===== config.mk =====
export PLATFORM = sky130hd
export DESIGN_NAME = stack_alu_pop_add_div_mod_unit
export DESIGN_NICKNAME = d
export VERILOG_FILES = /design/src/sam_pkg.sv /design/src/sam_div.sv /design/src/stack_alu_pop_add_div_mod_unit.sv
export VERILOG_INCLUDE_DIRS = /design/src /design/src/src
export SDC_FILE = /design/constraint.sdc
export NUM_CORES = 2
export LEC_CHECK = 0
export BUFFER_PORTS_ARGS = -buffer_cell sky130_fd_sc_hd__buf_2
export CORE_MARGIN = 1.5
export CORE_UTILIZATION = 63
export DETAILED_ROUTE_END_ITERATION = 10
export PLACE_DENSITY = 0.79
export SYNTH_ARGS = -nofsm -noshare
export SYNTH_HDL_FRONTEND = slang
export SYNTH_SLANG_ARGS = --single-unit

===== constraint.sdc =====
create_clock -name i_clk -period 7 [get_ports i_clk]
set_input_delay 1.4 -clock i_clk [delete_from_list [all_inputs] [get_ports i_clk]]
set_output_delay 1.4 -clock i_clk [all_outputs]
set_load 0.05 [all_outputs]

===== src/stack_alu_pop_add_div_mod_unit_defines.svh =====
// assertion macros used by the stack alu
`ifndef STACK_ALU_POP_ADD_DIV_MOD_UNIT_DEFINES_SVH
`define STACK_ALU_POP_ADD_DIV_MOD_UNIT_DEFINES_SVH

`ifndef NO_ASSERTIONS
`define SAM_ASSERT_IMPL(name, clk, rst_n, ante, cons, msg) \
    name: assert property (@(posedge clk) disable iff (!(rst_n)) (ante) |-> (cons)) \
        else $error(msg);
`define SAM_ASSERT_NEXT(name, clk, rst_n, ante, cons, msg) \
    name: assert property (@(posedge clk) disable iff (!(rst_n)) (ante) |=> (cons)) \
        else $error(msg);
`else
`define SAM_ASSERT_IMPL(name, clk, rst_n, ante, cons, msg)
`define SAM_ASSERT_NEXT(name, clk, rst_n, ante, cons, msg)
`endif

`endif


===== src/sam_pkg.sv =====
package sam_pkg;

    localparam int DATA_W          = 32;
    localparam int KIND_W          = 3;
    localparam int STATUS_W        = 3;
    localparam int DEPTH_W         = 7;
    localparam int STACK_DEPTH_DEF = 64;

    localparam logic [KIND_W-1:0] OP_PUSH = 3'd0;
    localparam logic [KIND_W-1:0] OP_POP  = 3'd1;
    localparam logic [KIND_W-1:0] OP_ADD  = 3'd2;
    localparam logic [KIND_W-1:0] OP_DIV  = 3'd3;
    localparam logic [KIND_W-1:0] OP_MOD  = 3'd4;

    localparam logic [STATUS_W-1:0] ST_OK      = 3'd0;
    localparam logic [STATUS_W-1:0] ST_EMPTY   = 3'd1;
    localparam logic [STATUS_W-1:0] ST_SHORT   = 3'd2;
    localparam logic [STATUS_W-1:0] ST_DIVZERO = 3'd3;
    localparam logic [STATUS_W-1:0] ST_FULL    = 3'd4;

    typedef struct packed {
        logic              start;
        logic [DATA_W-1:0] dividend;
        logic [DATA_W-1:0] divisor;
    } t_div_req;

    typedef struct packed {
        logic              done;
        logic [DATA_W-1:0] quot;
        logic [DATA_W-1:0] rem;
    } t_div_rsp;

endpackage


===== src/sam_div.sv =====
module sam_div
    import sam_pkg::*;
(
    input  logic     i_clk,
    input  logic     i_rst_n,
    input  t_div_req i_req,
    output t_div_rsp o_rsp
);

    localparam int STEP_W = $clog2(DATA_W);

    logic              r_busy;
    logic              r_done;
    logic [STEP_W-1:0] r_step;
    logic [DATA_W-1:0] r_quot;
    logic [DATA_W-1:0] r_rem;
    logic [DATA_W-1:0] r_dvs;

    logic [DATA_W:0]   w_shift;
    logic [DATA_W:0]   w_diff;

    // one restoring step per cycle, msb first
    assign w_shift = {r_rem, r_quot[DATA_W-1]};
    assign w_diff  = w_shift - {1'b0, r_dvs};

    always_ff @(posedge i_clk) begin
        if (!i_rst_n) begin
            r_busy <= 1'b0;
            r_done <= 1'b0;
            r_step <= '0;
        end else begin
            r_done <= 1'b0;
            if (i_req.start) begin
                r_busy <= 1'b1;
                r_step <= '0;
                r_quot <= i_req.dividend;
                r_rem  <= '0;
                r_dvs  <= i_req.divisor;
            end else if (r_busy) begin
                if (!w_diff[DATA_W]) begin
                    r_rem  <= w_diff[DATA_W-1:0];
                    r_quot <= {r_quot[DATA_W-2:0], 1'b1};
                end else begin
                    r_rem  <= w_shift[DATA_W-1:0];
                    r_quot <= {r_quot[DATA_W-2:0], 1'b0};
                end
                r_step <= r_step + STEP_W'(1);
                if (r_step == STEP_W'(DATA_W - 1)) begin
                    r_busy <= 1'b0;
                    r_done <= 1'b1;
                end
            end
        end
    end

    assign o_rsp.done = r_done;
    assign o_rsp.quot = r_quot;
    assign o_rsp.rem  = r_rem;

endmodule


===== src/stack_alu_pop_add_div_mod_unit.sv =====
// stack machine alu: a bounded lifo of signed 32-bit words
// input beats: s_axis_tuser carries the operation (push, pop, add, divide,
// modulo), s_axis_tdata the word to push. every input beat gives exactly one
// output beat: m_axis_tuser the status, m_axis_tdata the new top word and
// the depth. binary operations combine second-from-top with top, replace
// the second entry and pop the top; on any error the stack is left as is.
// output beats are registered. push, pop down to empty, pop on empty,
// too-short checks and unused codes finish in the idle state; other pops,
// add and a zero divisor pass a read state (one registered read of the
// stack memory for the entry below the top); divide and modulo then wait
// on the shared restoring divider, one quotient bit per cycle.
// one item is in work at a time; s_axis_tready is low until it completes.
// a finished result sits in the output register until m_axis_tready takes
// it; the next input beat is taken in the same cycle the result leaves.
// reset empties the stack (depth zero) and drops any pending result; the
// stack memory itself is not cleared, entries above the depth are unused.
`include "stack_alu_pop_add_div_mod_unit_defines.svh"

module stack_alu_pop_add_div_mod_unit
    import sam_pkg::*;
#(
    parameter int STACK_DEPTH = STACK_DEPTH_DEF
)(
    input  logic                          i_clk,
    input  logic                          i_rst_n,
    input  logic                          s_axis_tvalid,
    output logic                          s_axis_tready,
    input  logic [DATA_W-1:0]             s_axis_tdata,   // push_value
    input  logic [KIND_W-1:0]             s_axis_tuser,   // kind
    output logic                          m_axis_tvalid,
    input  logic                          m_axis_tready,
    output logic [DATA_W+DEPTH_W:0]       m_axis_tdata,   // top_word, depth, pad
    output logic [STATUS_W-1:0]           m_axis_tuser    // status
);

    localparam int CW = $clog2(STACK_DEPTH + 1);
    localparam int AW = $clog2(STACK_DEPTH);

    typedef enum logic [1:0] {
        S_IDLE,
        S_READ,
        S_DIV
    } t_state;

    t_state              r_state,  n_state;
    logic [KIND_W-1:0]   r_kind,   n_kind;
    logic [CW-1:0]       r_count,  n_count;
    logic [DATA_W-1:0]   r_top,    n_top;
    logic                r_m_valid, n_m_valid;
    logic [STATUS_W-1:0] r_o_status, n_o_status;
    logic [DATA_W-1:0]   r_o_top,  n_o_top;
    logic [DEPTH_W-1:0]  r_o_depth, n_o_depth;

    logic [DATA_W-1:0]   mem [STACK_DEPTH];
    logic [DATA_W-1:0]   r_rd_data;
    logic                w_we;
    logic [AW-1:0]       w_wa;
    logic [DATA_W-1:0]   w_wd;

    logic [CW-1:0]       w_cnt_m2;
    logic [AW-1:0]       w_rd_idx;
    logic                w_accept;
    logic                w_fin;
    logic [STATUS_W-1:0] w_status;
    logic [DATA_W-1:0]   w_res;
    logic [CW+DEPTH_W-1:0] w_depth_ext;

    t_div_req            w_div_req;
    t_div_rsp            w_div_rsp;

    assign w_cnt_m2 = r_count - CW'(2);
    assign w_rd_idx = w_cnt_m2[AW-1:0];

    assign s_axis_tready = (r_state == S_IDLE) && (!r_m_valid || m_axis_tready);
    assign w_accept      = s_axis_tvalid && s_axis_tready;

    // stack memory: one write port, one registered read of the entry below top
    always_ff @(posedge i_clk) begin
        if (w_we) begin
            mem[w_wa] <= w_wd;
        end
        r_rd_data <= mem[w_rd_idx];
    end

    sam_div u_div (
        .i_clk   (i_clk),
        .i_rst_n (i_rst_n),
        .i_req   (w_div_req),
        .o_rsp   (w_div_rsp)
    );

    always_comb begin
        n_state    = r_state;
        n_kind     = r_kind;
        n_count    = r_count;
        n_top      = r_top;
        n_m_valid  = r_m_valid;
        n_o_status = r_o_status;
        n_o_top    = r_o_top;
        n_o_depth  = r_o_depth;
        w_we       = 1'b0;
        w_wa       = w_rd_idx;
        w_wd       = '0;
        w_fin      = 1'b0;
        w_status   = ST_OK;
        w_res      = '0;
        w_div_req.start    = 1'b0;
        w_div_req.dividend = r_rd_data[DATA_W-1] ? (DATA_W'(0) - r_rd_data) : r_rd_data;
        w_div_req.divisor  = r_top[DATA_W-1] ? (DATA_W'(0) - r_top) : r_top;

        if (r_m_valid && m_axis_tready) begin
            n_m_valid = 1'b0;
        end

        case (r_state)
            S_IDLE: begin
                if (w_accept) begin
                    n_kind = s_axis_tuser;
                    case (s_axis_tuser)
                        OP_PUSH: begin
                            w_fin = 1'b1;
                            if (r_count == CW'(STACK_DEPTH)) begin
                                w_status = ST_FULL;
                            end else begin
                                w_we    = 1'b1;
                                w_wa    = r_count[AW-1:0];
                                w_wd    = s_axis_tdata;
                                n_top   = s_axis_tdata;
                                n_count = r_count + CW'(1);
                            end
                        end
                        OP_POP: begin
                            if (r_count == '0) begin
                                w_fin    = 1'b1;
                                w_status = ST_EMPTY;
                            end else if (r_count == CW'(1)) begin
                                w_fin   = 1'b1;
                                n_count = '0;
                            end else begin
                                n_state = S_READ;
                            end
                        end
                        OP_ADD, OP_DIV, OP_MOD: begin
                            if (r_count < CW'(2)) begin
                                w_fin    = 1'b1;
                                w_status = ST_SHORT;
                            end else begin
                                n_state = S_READ;
                            end
                        end
                        default: begin
                            w_fin = 1'b1;
                        end
                    endcase
                end
            end
            S_READ: begin
                case (r_kind)
                    OP_POP: begin
                        w_fin   = 1'b1;
                        n_top   = r_rd_data;
                        n_count = r_count - CW'(1);
                    end
                    OP_ADD: begin
                        w_fin   = 1'b1;
                        w_res   = r_rd_data + r_top;
                        w_we    = 1'b1;
                        w_wd    = w_res;
                        n_top   = w_res;
                        n_count = r_count - CW'(1);
                    end
                    default: begin
                        if (r_top == '0) begin
                            w_fin    = 1'b1;
                            w_status = ST_DIVZERO;
                        end else begin
                            w_div_req.start = 1'b1;
                            n_state         = S_DIV;
                        end
                    end
                endcase
            end
            S_DIV: begin
                if (w_div_rsp.done) begin
                    if (r_kind == OP_DIV) begin
                        w_res = (r_rd_data[DATA_W-1] ^ r_top[DATA_W-1])
                              ? (DATA_W'(0) - w_div_rsp.quot) : w_div_rsp.quot;
                    end else begin
                        w_res = r_rd_data[DATA_W-1]
                              ? (DATA_W'(0) - w_div_rsp.rem) : w_div_rsp.rem;
                    end
                    w_fin   = 1'b1;
                    w_we    = 1'b1;
                    w_wd    = w_res;
                    n_top   = w_res;
                    n_count = r_count - CW'(1);
                end
            end
            default: begin
                n_state = S_IDLE;
            end
        endcase

        w_depth_ext = {{DEPTH_W{1'b0}}, n_count};
        if (w_fin) begin
            n_state    = S_IDLE;
            n_m_valid  = 1'b1;
            n_o_status = w_status;
            n_o_top    = (n_count == '0) ? '0 : n_top;
            n_o_depth  = w_depth_ext[DEPTH_W-1:0];
        end
    end

    always_ff @(posedge i_clk) begin
        if (!i_rst_n) begin
            r_state   <= S_IDLE;
            r_count   <= '0;
            r_m_valid <= 1'b0;
        end else begin
            r_state   <= n_state;
            r_count   <= n_count;
            r_m_valid <= n_m_valid;
        end
        r_kind     <= n_kind;
        r_top      <= n_top;
        r_o_status <= n_o_status;
        r_o_top    <= n_o_top;
        r_o_depth  <= n_o_depth;
    end

    assign m_axis_tvalid = r_m_valid;
    assign m_axis_tuser  = r_o_status;
    assign m_axis_tdata  = {1'b0, r_o_depth, r_o_top};

    `SAM_ASSERT_IMPL(a_count_bound, i_clk, i_rst_n, 1'b1, r_count <= CW'(STACK_DEPTH), "stack count beyond depth")
    `SAM_ASSERT_NEXT(a_count_held, i_clk, i_rst_n, (r_state == S_DIV) && !w_div_rsp.done, $stable(r_count), "stack count moved during divide")
    `SAM_ASSERT_IMPL(a_divzero_kind, i_clk, i_rst_n, r_m_valid && (r_o_status == ST_DIVZERO), (r_kind == OP_DIV) || (r_kind == OP_MOD), "divide by zero reported for other operation")
    `SAM_ASSERT_IMPL(a_div_done_state, i_clk, i_rst_n, w_div_rsp.done, r_state == S_DIV, "divider finished outside divide state")

endmodule

**Word level (Yosys, flattened, before mapping)**

Memories as Yosys holds them, arrays and structs flattened. A register that Yosys moved wholly into a read port is not among the register bits.
Index checks and enable logic that the tools add are counted.

- Register bits after elaboration: 190
- Memory bits (writable): 2048
- Bits of input ports: 39
- Memories: 1

Memory list:

| name | words | width | rd ports | clocked after Yosys merged registers in | write ports | line | RTL |
|---|---|---|---|---|---|---|---|
| mem | 64 | 32 | 1 | 1 | 1 | stack_alu_pop_add_div_mod_unit.sv:54 | `logic [DATA_W-1:0] mem [STACK_DEPTH];` |

- Add/sub/neg operators: 10
- Order comparisons: 1
- Equal/unequal tests: 19
- Mux-type cells: 75
- Bitwise operators: 4
- Reductions and logical operators: 21

Operator list:

| cell | number |
|---|---|
| 32-bit two-way mux | 17 |
| 32-bit one-hot mux with 3 select lines | 2 |
| 1-bit by 32-bit subtractor with 32-bit output, first input constant | 4 |
| 32-bit one-hot mux with 2 select lines | 1 |
| 7-bit two-way mux | 6 |
| 33-bit by 32-bit subtractor with 33-bit output | 1 |
| 32-bit adder | 1 |
| 32-bit logical NOT | 1 |
| 31-bit two-way mux | 1 |
| 1-bit two-way mux | 24 |
| 6-bit two-way mux | 4 |
| 7-bit one-hot mux with 3 select lines | 1 |
| 2-bit two-way mux | 9 |
| 7-bit logical NOT | 2 |
| 7-bit one-hot mux with 2 select lines | 1 |
| 3-bit by 2-bit equality test with 1-bit output, second input constant | 4 |
| 3-bit != test, second input constant | 3 |
| 3-bit one-hot mux with 3 select lines | 1 |
| 8-bit AND reduction | 1 |
| 7-bit by 1-bit adder with 7-bit output, second input constant | 1 |
| 7-bit by 1-bit equality test with 1-bit output, second input constant | 1 |
| 7-bit equality test, second input constant | 1 |
| 7-bit by 2-bit < comparator with 1-bit output, second input constant | 1 |
| 7-bit by 1-bit subtractor with 7-bit output, second input constant | 1 |
| other kinds (26) | 41 |

**Longest topological paths before layout**

- Depth after elaboration: 8
- Mapped depth: 15
- Mapped depth without buffers: 13

**Hierarchy**

From an unflattened synthesis, not the netlist that was laid out.

- Cells, all modules: 4858
- Area, all modules: 94192.8 sq um

Modules (own cells, without submodules):

| module | times used | cells each | area an instance (sq um) | sequential area each (sq um) |
|---|---|---|---|---|
| stack_alu_pop_add_div_mod_unit | 1 | 4324 | 88255.9 | 64331.7 |
| sam_div | 1 | 534 | 5936.9 | 3022.9 |

**Least setup slack after synthesis**

Ideal clock, no wire load.

- Path kind: flip-flop to flip-flop
- Start point: register r_rd_data[1], read port of mem
- End point: memory mem[0][27] (data pin)
- Data arrival time: 4803 ps
- Required time: 6298 ps
- Path slack: 1496 ps
- Cell stages (with the launch flop): 12
- Buffers on the path: 0
- Clock period less this slack: 5504 ps
- Cells stage by stage: dfxtp_1 -> ha_1 -> a21o_1 -> a21oi_1 -> o21ai_0 -> a31oi_1 -> o211ai_1 -> and4_1 -> o21ai_1 -> a21oi_1 -> xnor2_1 -> o21ai_0

- Cells in the longest elaborated chain, start to end: 3

RTL lines:

| element | line | RTL |
|---|---|---|
| start, declared | stack_alu_pop_add_div_mod_unit.sv:55 | `logic [DATA_W-1:0] r_rd_data;` |
| 32-bit adder | stack_alu_pop_add_div_mod_unit.sv:166 | `w_res = r_rd_data + r_top;` |
| 32-bit two-way mux | stack_alu_pop_add_div_mod_unit.sv:158 | `case (r_kind)` |
| 32-bit one-hot mux with 3 select lines | stack_alu_pop_add_div_mod_unit.sv:115 | `case (r_state)` |
| via w_wd[27] | stack_alu_pop_add_div_mod_unit.sv:58 | `logic [DATA_W-1:0] w_wd;` |
| end, declared | stack_alu_pop_add_div_mod_unit.sv:54 |  |

The timed path passes the listed nets, and every way through them passes these cells.

**Worst setup path in the final report**

- Start point: register r_count[1]
- End point: memory mem[60][12] (enable)

- Cells in the longest elaborated chain, start to end: 7
- Elaborated cells between the ends (all ways): 12
- Those cells by class: add/sub: 1; eq/ne: 1; mux: 10

RTL lines:

| element | line | RTL |
|---|---|---|
| start, declared | stack_alu_pop_add_div_mod_unit.sv:47 | `logic [CW-1:0] r_count, n_count;` |
| start signal, assigned | stack_alu_pop_add_div_mod_unit.sv:221 | `r_count <= n_count;` |
| 7-bit equality test | stack_alu_pop_add_div_mod_unit.sv:122 | `if (r_count == CW'(STACK_DEPTH)) begin` |
| 1-bit two-way mux | stack_alu_pop_add_div_mod_unit.sv:122 |  |
| 1-bit two-way mux | stack_alu_pop_add_div_mod_unit.sv:119 | `case (s_axis_tuser)` |
| 1-bit two-way mux | stack_alu_pop_add_div_mod_unit.sv:117 | `if (w_accept) begin` |
| 1-bit one-hot mux with 3 select lines | stack_alu_pop_add_div_mod_unit.sv:115 |  |
| 1-bit two-way mux | stack_alu_pop_add_div_mod_unit.sv:79 | `if (w_we) begin` |
| 1-bit two-way mux (not written as such) | stack_alu_pop_add_div_mod_unit.sv:80 | `mem[w_wa] <= w_wd;` |

Parallel ways exist; a longest one is shown, timed or not.

==> impl_metrics.yaml <==
floorplan:
  core_area_um2: 147500
  rows: 141
  start_util: 0.6342
  die_area_um2: 150800
  pin_count: 84
  die_x_um: 388.3
  die_h_um: 388.3
timing:
  fmax_mhz: 193.2
  slew_violations: 0
  setup_viol: 0
  slew_headroom: 0.02451
  fin_skew_ps: 74.68
  period_needed_ps: 5177
  post-route-period-util: 0.7396
  report.final.hold_viol_count: 0
  tightest_slew_ps: 1463
  fin_setup_tns_ps: 0
  rsz0062_at_grt: "false"
synthesis:
  synth_nets: 4923
  synth_cells: 4807
  synth_edf_count: 2189
  seq_area_frac_synth: 0.7201
  ys_types: 84
  syn_area_um2: 93530
  synth_seq_cells: 2270
  synth_area_per_cell_um2: 19.46
  yosys_warnings: 0
  synth_flop_cell: "edfxtp_1"
  async_flop_share: 0
place:
  dpl_cell_area_um2: 97170
  routabilityCongestion: 0.9655
  dp_hpwl_mm: 150.8
  portBuffers: 82
setup_path:
  reg2reg_depth: 10
  r2r-start: "r_count[1]"
  worstPathRequired_ps: 7520
  cp-end-kind: "flip-flop"
  reg2reg_slack_ps: 1820
  path_max_fanout: 42
  worstSetupStartpointType: "flip-flop"
  critical_path_class: "reg2reg"
  timing.rr.end: "mem[60][12]"
  cp.arrival_ps: 5690
clock_tree:
  cts_hold_buffers: 0
  cts_tree: "built"
  clock_latency_ps: 870
  htreeDepth: 4
  clock-sinks: 2270
  cts.repair.resized: 0
  cts_max_path_buffers: 3
  post_cts_buffers: 0
  path_clk_slew_ps: 60
  cts-root-buf: "clkbuf_16"
  cts_buffers: 216
detailed_routing:
  post_drt_wl_per_cell_um: 36.59
  viasPerCell: 7.176
  vias: 50938
  wl_mm: 259.7
  drc_errors: 0
  dr.pass1.iters: 8
  ant_nets: 0
  drt_iter0_markers: 7700
final_layout:
  mostFrequentLayoutCells: "edfxtp_1 (2189), mux4_2 (672), clkbuf_16 (222)"
  syn_to_final_growth_pct: 11.55
  n_fill_cell: 8416
  fin_area_um2: 104300
  drive_above_1_share: 0.2579
  layout_commonest_cell: "edfxtp_1"
  finalNetCount: 5093
pwr:
  vdd_drop_max_mv: 0.2500
  power_density_nw_per_um2: 301.2
  leakage_uw: 0.03297
grt:
  grt_pass1_vias: 50072
  grt_util_met3: 0.07653
  grt_max_degree: 153
  grt_use_met2: 0.5463
  grt_busiest_layer: "met2"
  grt_pass1_wl_mm: 371.1
  antenna_found_initial: 25
  overflow: 0
  globalRouteMet1Util: 0.4857
  grt_usage: 0.3503
min_path:
  min_to: "u_div.r_step[4]"
  hold_class: "reg2reg"
  min_path_cells: 2
  worstHoldStart: "u_div.r_step[4]"
run:
  drv_cap: 0
run_status:
  status: "finished, final reports clean"
==> power by group <==
group | internal (uW) | total [uW] | switching, uW
clock | 6610 | 11800 | 5200
sequential | 15100 | 15600 | 463
combinational | 1510 | 4030 | 2520
==> layer usage <==
metal / vias to the layer above / share of wire
met5: - / 0.00060
met4: 22 / 0.051
met3: 649 / 0.12
met2: 3865 / 0.48
met1: 26234 / 0.35
li1: 20168 / -
==> kinds of logic (layout without fill, tap and decap cells) <==
family          after synthesis  count (layout)  share of synthesized area
compound gates              555             555                    0.03908
mux                         705             705                     0.1654
simple gates                698             698                    0.03544
other cells                   1               9                 0.00004009
flops                      2270            2270                     0.7201
xor+xnor                    169             169                    0.01583
buf+inv                     332             685                    0.01362
fa+ha+maj                    77              77                    0.01046
==> cell usage after synthesis, types with 7 or more instances <==
| library cell | instances | share of area |
|---|---|---|
| a211oi_1 | 10 | 0.00080 |
| a21boi_0 | 10 | 0.00080 |
| a21o_1 | 27 | 0.0022 |
| a21oi_1 | 153 | 0.0082 |
| a221o_1 | 9 | 0.00096 |
| a221oi_1 | 13 | 0.0012 |
| a22oi_1 | 11 | 0.00088 |
| a31oi_1 | 23 | 0.0015 |
| a32oi_1 | 15 | 0.0014 |
| and2_1 | 43 | 0.0029 |
| and3_1 | 13 | 0.00087 |
| buf_1 | 50 | 0.0020 |
| buf_2 | 12 | 0.00064 |
| clkbuf_1 | 178 | 0.0071 |
| dfxtp_1 | 81 | 0.017 |
| edfxtp_1 | 2189 | 0.70 |
| ha_1 | 75 | 0.010 |
| inv_1 | 88 | 0.0035 |
| mux2i_1 | 28 | 0.0030 |
| mux4_2 | 672 | 0.16 |
| nand2_1 | 173 | 0.0069 |
| nand2b_1 | 34 | 0.0023 |
| nand3_1 | 28 | 0.0015 |
| nand4_1 | 20 | 0.0013 |
| nor2_1 | 246 | 0.0099 |
| nor2b_1 | 13 | 0.00087 |
| nor3_1 | 50 | 0.0027 |
| nor4_1 | 7 | 0.00047 |
| o211ai_1 | 17 | 0.0014 |
| o21a_1 | 18 | 0.0014 |
| o21ai_0 | 108 | 0.0058 |
| o21ai_1 | 8 | 0.00043 |
| o21bai_1 | 19 | 0.0015 |
| o221ai_1 | 8 | 0.00075 |
| o22ai_1 | 15 | 0.0010 |
| o31ai_1 | 30 | 0.0024 |
| o41ai_1 | 17 | 0.0016 |
| or2_2 | 13 | 0.00087 |
| or3_1 | 21 | 0.0014 |
| or4_1 | 15 | 0.0012 |
| xnor2_1 | 88 | 0.0082 |
| xor2_1 | 81 | 0.0076 |
==> cell type report <==
cell class | count | area, um2 | area share
clock inverter | 112 | 1169 | 0.01120
clock buffer | 289 | 5947 | 0.05700
multi-input combinational | 2205 | 25720 | 0.2465
antenna | 8 | 20.02 | 0.0001919
timing repair buffer | 196 | 1366 | 0.01310
sequential | 2270 | 67360 | 0.6457
tap | 1930 | 2415 | 0.02315
inverter | 88 | 330.3 | 0.003166
==> worst max-delay path by stage <==
stage / startpoint / end / slack (ps) / cells after the start
floorplan: r_rd_data[1] / mem[0][27] / 1500 / 11
global placement: s_axis_tuser[1] / mem[1][24] / 1820 / 10
detailed placement: s_axis_tuser[1] / mem[3][24] / 1770 / 9
CTS: r_count[0] / mem[3][24] / 1950 / 8
global route: r_count[0] / mem[60][26] / 1650 / 10
finish: r_count[1] / mem[60][12] / 1820 / 10
==> sequential cells by signal, indices dropped and copies added, names as in the netlist <==
name,flops
m_axis_tuser,3
m_axis_tvalid,1
mem,2048
r_count,7
r_kind,3
r_o_depth,7
r_o_top,32
r_rd_data,32
r_state,2
r_top,32
u_div.r_busy,1
u_div.r_done,1
u_div.r_dvs,32
u_div.r_quot,32
u_div.r_rem,32
u_div.r_step,5
==> critical path, cell delays in order (launching register included) <==
cell and delay (ps):
dfxtp_4 760, inv_1 350, ha_1 360, and3_1 210, nor3_2 510, nand2_1 170, nor2_1 180, a21oi_1 230
nand2b_1 760, nor2_4 800, buf_4 440
==> through the flow <==
stage	power, uW	utilization	setup slack, ps	cells	hold slack, ps
detailed placement	19730	0.6589	1773	6688	506.0
floorplan	18410	-	1496	4807	458.4
global placement	19670	0.6589	1815	6688	479.6
CTS	31370	0.7071	1950	7089	520.3
global route	32190	0.7073	1649	7090	539.0
finish	31420	0.7074	1823	7098	516.5
Note: power is estimated with default switching activity, not from simulation.
